$ cat src/design/icd_pkg.sv
package icd_pkg;

   // Instruction classes: ARM classes first, then Thumb classes
   typedef enum logic [5:0] {
      CL_DP       = 6'd0,
      CL_MUL      = 6'd1,
      CL_HALF     = 6'd2,
      CL_MULL     = 6'd3,
      CL_PSR      = 6'd4,
      CL_SWP      = 6'd5,
      CL_BX       = 6'd6,
      CL_SDT      = 6'd7,
      CL_UND      = 6'd8,
      CL_BDT      = 6'd9,
      CL_B        = 6'd10,
      CL_CDT      = 6'd11,
      CL_CDO      = 6'd12,
      CL_CRT      = 6'd13,
      CL_SWI      = 6'd14,
      TC_LSL      = 6'd15,
      TC_ADDSUB   = 6'd16,
      TC_IMM      = 6'd17,
      TC_ALU      = 6'd18,
      TC_HIREG    = 6'd19,
      TC_PCLD     = 6'd20,
      TC_REGOFS   = 6'd21,
      TC_SIGNEXT  = 6'd22,
      TC_IMMOFS   = 6'd23,
      TC_HALF     = 6'd24,
      TC_SPLS     = 6'd25,
      TC_LDADDR   = 6'd26,
      TC_ADDSP    = 6'd27,
      TC_UND      = 6'd28,
      TC_PUSHPOP  = 6'd29,
      TC_LDMSTM   = 6'd30,
      TC_BCOND    = 6'd31,
      TC_SWI      = 6'd32,
      TC_B        = 6'd33,
      TC_BL       = 6'd34
   } class_type;

   // ARM condition field encoding
   typedef enum logic [3:0] {
      COND_EQ = 4'd0,
      COND_NE = 4'd1,
      COND_CS = 4'd2,
      COND_CC = 4'd3,
      COND_MI = 4'd4,
      COND_PL = 4'd5,
      COND_VS = 4'd6,
      COND_VC = 4'd7,
      COND_HI = 4'd8,
      COND_LS = 4'd9,
      COND_GE = 4'd10,
      COND_LT = 4'd11,
      COND_GT = 4'd12,
      COND_LE = 4'd13,
      COND_AL = 4'd14,
      COND_NV = 4'd15
   } cond_type;

   // Flag positions inside status_flags
   localparam int FLAG_N = 3;
   localparam int FLAG_Z = 2;
   localparam int FLAG_C = 1;
   localparam int FLAG_V = 0;

   // Result of one decode, packed as it leaves on rsp_tdata
   typedef struct packed {
      logic      bad_condition;
      logic      execute;
      class_type instr_class;
   } result_type;

   typedef struct packed {
      logic pass;
      logic bad;
   } cond_result_type;

endpackage

$ cat src/design/instruction_class_decoder_unit.sv
// Instruction class decoder unit.
//
// Input stream (req_): one fetched instruction per transfer. req_tdata carries
// the opcode in bits 31..0 and the NZCV flags in bits 35..32; req_tuser is the
// Thumb state bit. Output stream (rsp_): one result per input transfer, in
// order. rsp_tdata carries the class in bits 5..0, execute in bit 6 and the
// invalid-condition flag in bit 7.
//
// Throughput: one instruction per cycle while the receiver does not stall. An
// item is registered on input, run through the ARM, Thumb and condition
// decoders, and lands in the result register, which drives rsp_tvalid and
// rsp_tdata. The decode logic between the two registers sets the cycle
// budget.
//
// Reset clears both valid bits; the payload registers are not reset. When the
// receiver stalls the result register holds, the input register still fills,
// and req_tready drops only once both stages are occupied.
module instruction_class_decoder_unit
   import icd_pkg::*;
(
   input  logic        clock,
   input  logic        reset,
   input  logic        req_tvalid,
   output logic        req_tready,
   input  logic [39:0] req_tdata,   // opcode[31:0], status_flags[35:32], zero[39:36]
   input  logic        req_tuser,   // thumb_state[0]
   output logic        rsp_tvalid,
   input  logic        rsp_tready,
   output logic [7:0]  rsp_tdata    // instr_class[5:0], execute[6], bad_condition[7]
);

   logic            s1_valid_ff, s1_valid_in;
   logic [31:0]     s1_opcode_ff;
   logic            s1_thumb_ff;
   logic [3:0]      s1_flags_ff;
   logic            rsp_valid_ff, rsp_valid_in;
   result_type      rsp_result_ff, rsp_result_in;

   logic            s2_ready;
   logic            req_xfer;
   logic            s1_advance;
   class_type       arm_class;
   class_type       thumb_class;
   cond_result_type cond_res;

   assign s2_ready   = !rsp_valid_ff || rsp_tready;
   assign req_tready = !s1_valid_ff || s2_ready;
   assign req_xfer   = req_tvalid && req_tready;
   assign s1_advance = s1_valid_ff && s2_ready;

   icd_arm_decode u_arm (
      .opcode      (s1_opcode_ff),
      .instr_class (arm_class)
   );

   icd_thumb_decode u_thumb (
      .opcode      (s1_opcode_ff[15:0]),
      .instr_class (thumb_class)
   );

   icd_cond_check u_cond (
      .cond         (s1_opcode_ff[31:28]),
      .status_flags (s1_flags_ff),
      .result       (cond_res)
   );

   always_comb begin
      if (s1_thumb_ff) begin
         rsp_result_in.instr_class   = thumb_class;
         rsp_result_in.execute       = 1'b1;
         rsp_result_in.bad_condition = 1'b0;
      end else begin
         rsp_result_in.instr_class   = arm_class;
         rsp_result_in.execute       = cond_res.pass;
         rsp_result_in.bad_condition = cond_res.bad;
      end
   end

   always_comb begin
      s1_valid_in  = req_xfer || (s1_valid_ff && !s2_ready);
      rsp_valid_in = s1_advance || (rsp_valid_ff && !rsp_tready);
   end

   always_ff @(posedge clock) begin
      if (reset) begin
         s1_valid_ff  <= 1'b0;
         rsp_valid_ff <= 1'b0;
      end else begin
         s1_valid_ff  <= s1_valid_in;
         rsp_valid_ff <= rsp_valid_in;
      end
   end

   // Payload registers: load on transfer, hold otherwise
   always_ff @(posedge clock) begin
      if (req_xfer) begin
         s1_opcode_ff <= req_tdata[31:0];
         s1_flags_ff  <= req_tdata[35:32];
         s1_thumb_ff  <= req_tuser;
      end
      if (s1_advance) begin
         rsp_result_ff <= rsp_result_in;
      end
   end

   assign rsp_tvalid = rsp_valid_ff;
   assign rsp_tdata  = rsp_result_ff;

   a_bad_no_exec: assert property (@(posedge clock) disable iff (reset)
      rsp_tvalid && rsp_tdata[7] |-> !rsp_tdata[6])
      else $error("invalid condition result marked as executing");

   a_class_range: assert property (@(posedge clock) disable iff (reset)
      rsp_tvalid |-> (rsp_tdata[5:0] <= TC_BL))
      else $error("class code out of range");

   a_thumb_result: assert property (@(posedge clock) disable iff (reset)
      s1_advance && s1_thumb_ff |=>
         (rsp_tdata[5:0] >= TC_LSL) && rsp_tdata[6] && !rsp_tdata[7])
      else $error("thumb item produced a non-thumb result");

   a_no_overrun: assert property (@(posedge clock) disable iff (reset)
      req_xfer |-> !(s1_valid_ff && !s2_ready))
      else $error("input stage overwritten while stalled");

endmodule

$ cat src/design/icd_arm_decode.sv
module icd_arm_decode
   import icd_pkg::*;
(
   input  logic [31:0] opcode,
   output class_type   instr_class
);

   // Major group from opcode bits 27..25
   localparam logic [2:0] GRP_DP_REG = 3'd0;
   localparam logic [2:0] GRP_DP_IMM = 3'd1;
   localparam logic [2:0] GRP_SDT_IM = 3'd2;
   localparam logic [2:0] GRP_SDT_RG = 3'd3;
   localparam logic [2:0] GRP_BDT    = 3'd4;
   localparam logic [2:0] GRP_BRANCH = 3'd5;
   localparam logic [2:0] GRP_CDT    = 3'd6;
   localparam logic [2:0] GRP_COPROC = 3'd7;

   localparam logic [3:0] LOW_MUL = 4'b1001;
   localparam logic [3:0] LOW_BX  = 4'b0001;
   localparam logic [4:0] MID_BX  = 5'b10010;

   logic [2:0] grp;
   logic [4:0] mid;
   logic [3:0] low;

   assign grp = opcode[27:25];
   assign mid = opcode[24:20];
   assign low = opcode[7:4];

   always_comb begin
      instr_class = CL_DP;
      unique case (grp)
         GRP_DP_REG: begin
            if (mid[4]) begin
               priority if ((mid & 5'b11011) == 5'b10000 && low == LOW_MUL) instr_class = CL_SWP;
               else if (mid == MID_BX && low == LOW_BX)                     instr_class = CL_BX;
               else if (low[3] && low[0])                                   instr_class = CL_HALF;
               else if ((mid & 5'b11001) == 5'b10000)                       instr_class = CL_PSR;
               else                                                         instr_class = CL_DP;
            end else begin
               priority if (mid[4:2] == 3'b000 && low == LOW_MUL)  instr_class = CL_MUL;
               else if (mid[4:3] == 2'b01 && low == LOW_MUL)       instr_class = CL_MULL;
               else if (low[3] && low[0])                          instr_class = CL_HALF;
               else                                                instr_class = CL_DP;
            end
         end
         GRP_DP_IMM: begin
            instr_class = ((mid & 5'b11001) == 5'b10000) ? CL_PSR : CL_DP;
         end
         GRP_SDT_IM: instr_class = CL_SDT;
         GRP_SDT_RG: instr_class = low[0] ? CL_UND : CL_SDT;
         GRP_BDT:    instr_class = CL_BDT;
         GRP_BRANCH: instr_class = CL_B;
         GRP_CDT:    instr_class = CL_CDT;
         GRP_COPROC: begin
            if (mid[4]) instr_class = CL_SWI;
            else        instr_class = low[0] ? CL_CRT : CL_CDO;
         end
         default:    instr_class = CL_DP;
      endcase
   end

endmodule

$ cat src/design/icd_thumb_decode.sv
module icd_thumb_decode
   import icd_pkg::*;
(
   input  logic [15:0] opcode,
   output class_type   instr_class
);

   // Format group from opcode bits 15..13
   localparam logic [2:0] GRP_SHIFT  = 3'd0;
   localparam logic [2:0] GRP_IMM    = 3'd1;
   localparam logic [2:0] GRP_REG    = 3'd2;
   localparam logic [2:0] GRP_IMMOFS = 3'd3;
   localparam logic [2:0] GRP_HALFSP = 3'd4;
   localparam logic [2:0] GRP_MISC   = 3'd5;
   localparam logic [2:0] GRP_MULTI  = 3'd6;
   localparam logic [2:0] GRP_BRANCH = 3'd7;

   localparam logic [7:0] HI_SWI = 8'hDF;

   logic [7:0] h;

   assign h = opcode[15:8];

   always_comb begin
      instr_class = TC_UND;
      unique case (h[7:5])
         GRP_SHIFT:  instr_class = (h[4:3] == 2'b11) ? TC_ADDSUB : TC_LSL;
         GRP_IMM:    instr_class = TC_IMM;
         GRP_REG: begin
            priority if (h[4:2] == 3'b000) instr_class = TC_ALU;
            else if (h[4:2] == 3'b001)     instr_class = TC_HIREG;
            else if (h[4:3] == 2'b01)      instr_class = TC_PCLD;
            else if (h[1] && h[4])         instr_class = TC_SIGNEXT;
            else                           instr_class = TC_REGOFS;
         end
         GRP_IMMOFS: instr_class = TC_IMMOFS;
         GRP_HALFSP: instr_class = h[4] ? TC_SPLS : TC_HALF;
         GRP_MISC: begin
            priority if (!h[4])         instr_class = TC_LDADDR;
            else if (h[3:0] == 4'b0000) instr_class = TC_ADDSP;
            else if (h[2:1] == 2'b10)   instr_class = TC_PUSHPOP;
            else                        instr_class = TC_UND;
         end
         GRP_MULTI: begin
            priority if (!h[4])  instr_class = TC_LDMSTM;
            else if (h == HI_SWI) instr_class = TC_SWI;
            else                 instr_class = TC_BCOND;
         end
         GRP_BRANCH: begin
            priority if (h[4:3] == 2'b00) instr_class = TC_B;
            else if (h[4])                instr_class = TC_BL;
            else                          instr_class = TC_UND;
         end
         default:    instr_class = TC_UND;
      endcase
   end

endmodule

$ cat src/design/icd_cond_check.sv
module icd_cond_check
   import icd_pkg::*;
(
   input  logic [3:0]      cond,
   input  logic [3:0]      status_flags,
   output cond_result_type result
);

   logic n, z, c, v;

   assign n = status_flags[FLAG_N];
   assign z = status_flags[FLAG_Z];
   assign c = status_flags[FLAG_C];
   assign v = status_flags[FLAG_V];

   always_comb begin
      result.bad  = (cond_type'(cond) == COND_NV);
      result.pass = 1'b0;
      unique case (cond_type'(cond))
         COND_EQ: result.pass = z;
         COND_NE: result.pass = !z;
         COND_CS: result.pass = c;
         COND_CC: result.pass = !c;
         COND_MI: result.pass = n;
         COND_PL: result.pass = !n;
         COND_VS: result.pass = v;
         COND_VC: result.pass = !v;
         COND_HI: result.pass = c && !z;
         COND_LS: result.pass = !c || z;
         COND_GE: result.pass = (n == v);
         COND_LT: result.pass = (n != v);
         COND_GT: result.pass = !z && (n == v);
         COND_LE: result.pass = z || (n != v);
         COND_AL: result.pass = 1'b1;
         COND_NV: result.pass = 1'b0;
         default: result.pass = 1'b0;
      endcase
   end

endmodule
$ cat config.mk
export PLATFORM = sky130hd
export DESIGN_NAME = instruction_class_decoder_unit
export DESIGN_NICKNAME = d
export VERILOG_FILES = /design/src/design/icd_pkg.sv /design/src/design/instruction_class_decoder_unit.sv /design/src/design/icd_arm_decode.sv /design/src/design/icd_thumb_decode.sv /design/src/design/icd_cond_check.sv
export SDC_FILE = /design/constraint.sdc
export NUM_CORES = 1
export LEC_CHECK = 0
export BUFFER_PORTS_ARGS = -buffer_cell sky130_fd_sc_hd__buf_2
export CORE_ASPECT_RATIO = 1.25
export CORE_MARGIN = 1
export CORE_UTILIZATION = 35
export CTS_CLUSTER_SIZE = 16
export DETAILED_ROUTE_END_ITERATION = 16
export PLACE_DENSITY = 0.66
export SLEW_MARGIN = 20
export SYNTH_ARGS = -nofsm -noshare
export SYNTH_HDL_FRONTEND = slang
export SYNTH_HIERARCHICAL = 1
export SYNTH_SLANG_ARGS = --single-unit
$ cat constraint.sdc
create_clock -name clock -period 3.2 [get_ports clock]
set_input_delay 0.48 -clock clock [delete_from_list [all_inputs] [get_ports clock]]
set_output_delay 0.48 -clock clock [all_outputs]
set_load 0.03 [all_outputs]
==> flow_summary_export.csv <==
group,metric,value,unit
final_layout,area_growth,13.98,%
detailed_routing,drtIter0Drc,103,
yosys,syn_avg_cell_area,11.73,µm²
min_path,hold_end,"s1_valid_ff",
yosys,netlist_instances,177,
timing,max_freq,498.5,MHz
pwr,netSwitchingPower,0.2622,mW
placed_design,dp_hpwl,2641,µm
setup_path,required,3.36,ns
setup_path,reg2reg_slack,1.19,ns
clocking,postCtsResizedCells,0,
detailed_routing,drt-pass1-iter-count,6,
pwr,p_per_area,455.6,mW/mm²
grt,grt_pass1_wl,5775,µm
min_path,hp-start,"reset",
grt,met1_usage,12.85,%
timing,finClkSkew,0.004006,ns
pwr,sw_frac_of_total,24.33,%
pwr,power.leakage,0.9119,nW
clocking,postCtsHoldBufs,0,
detailed_routing,route.vias.total,1453,
final_layout,nNetsFinal,259,
setup_path,r2r_start,"s1_opcode_ff[28]",
min_path,holdPathStages,2,
clocking,root_buffer,"clkbuf_8",
pwr,power_frac_comb,12.3,%
yosys,synth_area,0.002076,mm²
clocking,clock_path_buffers,2,
setup_path,cp-start-kind,"register",
final_layout,num_antenna_cells,0,
setup_path,reg2reg_to,"rsp_tdata[6]",
grt,gr-usage-met2,21.68,%
floorplan,fp.dieH,88.10,µm
detailed_routing,via_per_inst,5.171,
floorplan,die_area,0.006245,mm²
outcome,status,"finished, final reports clean",
grt,grt_pass1_vias,1375,
clocking,clock_sinks,39,
flow_run,drv_cap,0,
timing,slew_viol_final,0,
grt,antenna_found_initial,0,
pwr,clkPwrFrac,28.9,%
setup_path,path_class,"register to register",
yosys,ys_warn_count,6,
pwr,p_seq_share,58.8,%
setup_path,crit_fanout,13,
final_layout,drive_above_1_share,30.23,%
setup_path,cp.arrival,2.16,ns
clocking,clkTransAtPathRegs,0.07,ns
placed_design,place.gp.congestion,0.8501,
pwr,peakVddDrop,0.2172,mV
pwr,internal-power,0.8157,mW
grt,met3_usage,3.222,%
final_layout,fill_cells,570,
min_path,hold_path.class,"input pin to register",
setup_path,crit_path_end_kind,"register",
floorplan,core,0.005741,mm²
detailed_routing,antenna_left,0,
floorplan,io_pins,55,
timing,fin_setup_tns,0,ns
grt,grt_overflow_total,0,
detailed_routing,wl_per_cell,12.72,µm
timing,layout_setup_ws,1.194,ns
grt,top_usage_layer,"met2",
timing,final_min_period_over_clock_period,62.69,%
placed_design,dpl_worst_slack,1.210,ns
clocking,cts_tree,"built",
placed_design,port_buffers,42,
timing,rsz0062_at_grt,"false",
floorplan,num_rows,31,
detailed_routing,drt-total-wl,3573,µm
final_layout,seq_area,0.001151,mm²
timing,finalHoldViolations,0,
timing,finalCriticalPeriod,2.006,ns
final_layout,multi_input_area,799.5,µm²
timing,finalSetupViolations,0,
grt,grtUsageTotal,12.03,%
detailed_routing,drc_errors,0,
clocking,clk_latency,0.29,ns
clocking,cts-buffers-inserted,5,
grt,grt_max_degree,30,
floorplan,dieWidth,70.88,µm
floorplan,start_util,36.16,%
clocking,h-tree-depth,2,
setup_path,reg2reg_depth,6,
clocking,post_cts_buffers,0,
pwr,finalPower,1.078,mW
[state kept, by name, indices dropped and copies added (netlist names)]
signal        cells
rsp_tvalid        1
s1_valid_ff       1
rsp_tdata         8
s1_opcode_ff     24
s1_thumb_ff       1
s1_flags_ff       4
[how the worst max path moves through the flow]
stage | from | end | slack, ns | cells past startpoint
after CTS | s1_opcode_ff[28] | rsp_tdata[6] | 1.19 | 6
final | s1_opcode_ff[28] | rsp_tdata[6] | 1.19 | 6
after global placement | s1_opcode_ff[28] | rsp_tdata[6] | 1.24 | 6
after global routing | s1_opcode_ff[28] | rsp_tdata[6] | 1.07 | 6
after floorplan | rsp_tready | s1_flags_ff[0] | 1.23 | 2
after detailed placement | s1_opcode_ff[28] | rsp_tdata[6] | 1.21 | 6
[power by group through the flow]
stage	combinational [mW]	sequential, mW	clock, mW
6_report	0.132	0.634	0.312
5_1_grt	0.145	0.640	0.346
4_1_cts	0.133	0.634	0.325
3_5_place_dp	0.133	0.645	0
3_3_place_gp	0.130	0.644	0
2_1_floorplan	0.105	0.635	0
[metrics by stage]
step                area (µm²)  hold slack [ns]  instances  util [%]
finish                    2366           0.3564        281     41.22
global route              2366           0.3479        281     41.22
CTS                       2366           0.3453        281     41.22
detailed placement        2285           0.4557        273     39.80
global placement          2285           0.4462        273     39.80
floorplan                 2079           0.4281        178         -
[layout make-up]
class | instances | area share (%)
clock buffer | 7 | 3.226
clock inverter | 1 | 0.2115
inverter | 9 | 1.428
multi-input combinational | 116 | 33.79
sequential | 39 | 48.65
tap | 66 | 3.490
timing repair buffer | 43 | 9.201
[per-layer routing]
layer	vias up	part of all wire, %
li1	736	-
met1	675	42
met2	35	51
met3	7	4.3
met4	0	2.0
met5	-	0
[worst max-delay path: stages (launching register included)]
cell	delay, ns
edfxtp_1	0.57
or4b_1	0.57
a31oi_1	0.16
o21ai_1	0.11
a41oi_2	0.21
o22a_1	0.16
or2_1	0.10
[cell usage in the layout (no fill, tap or decap), types with 2 or more instances in the layout]
master,count
xor2_1,2
nand3_1,3
nand4_1,2
a21oi_1,12
a22oi_1,2
clkbuf_1,2
dfxtp_1,2
edfxtp_1,37
a31oi_1,3
o21ai_0,6
inv_1,9
nor2_1,6
nor3_1,4
nand3b_1,3
and2_1,2
mux2_4,6
clkbuf_8,5
nand2b_1,4
buf_2,42
nor3b_1,2
o21ai_1,3
nand2_1,18
nand4b_1,3
conb_1,2
o31ai_1,2
nor4_1,2
(Power assumes the default switching activity.)
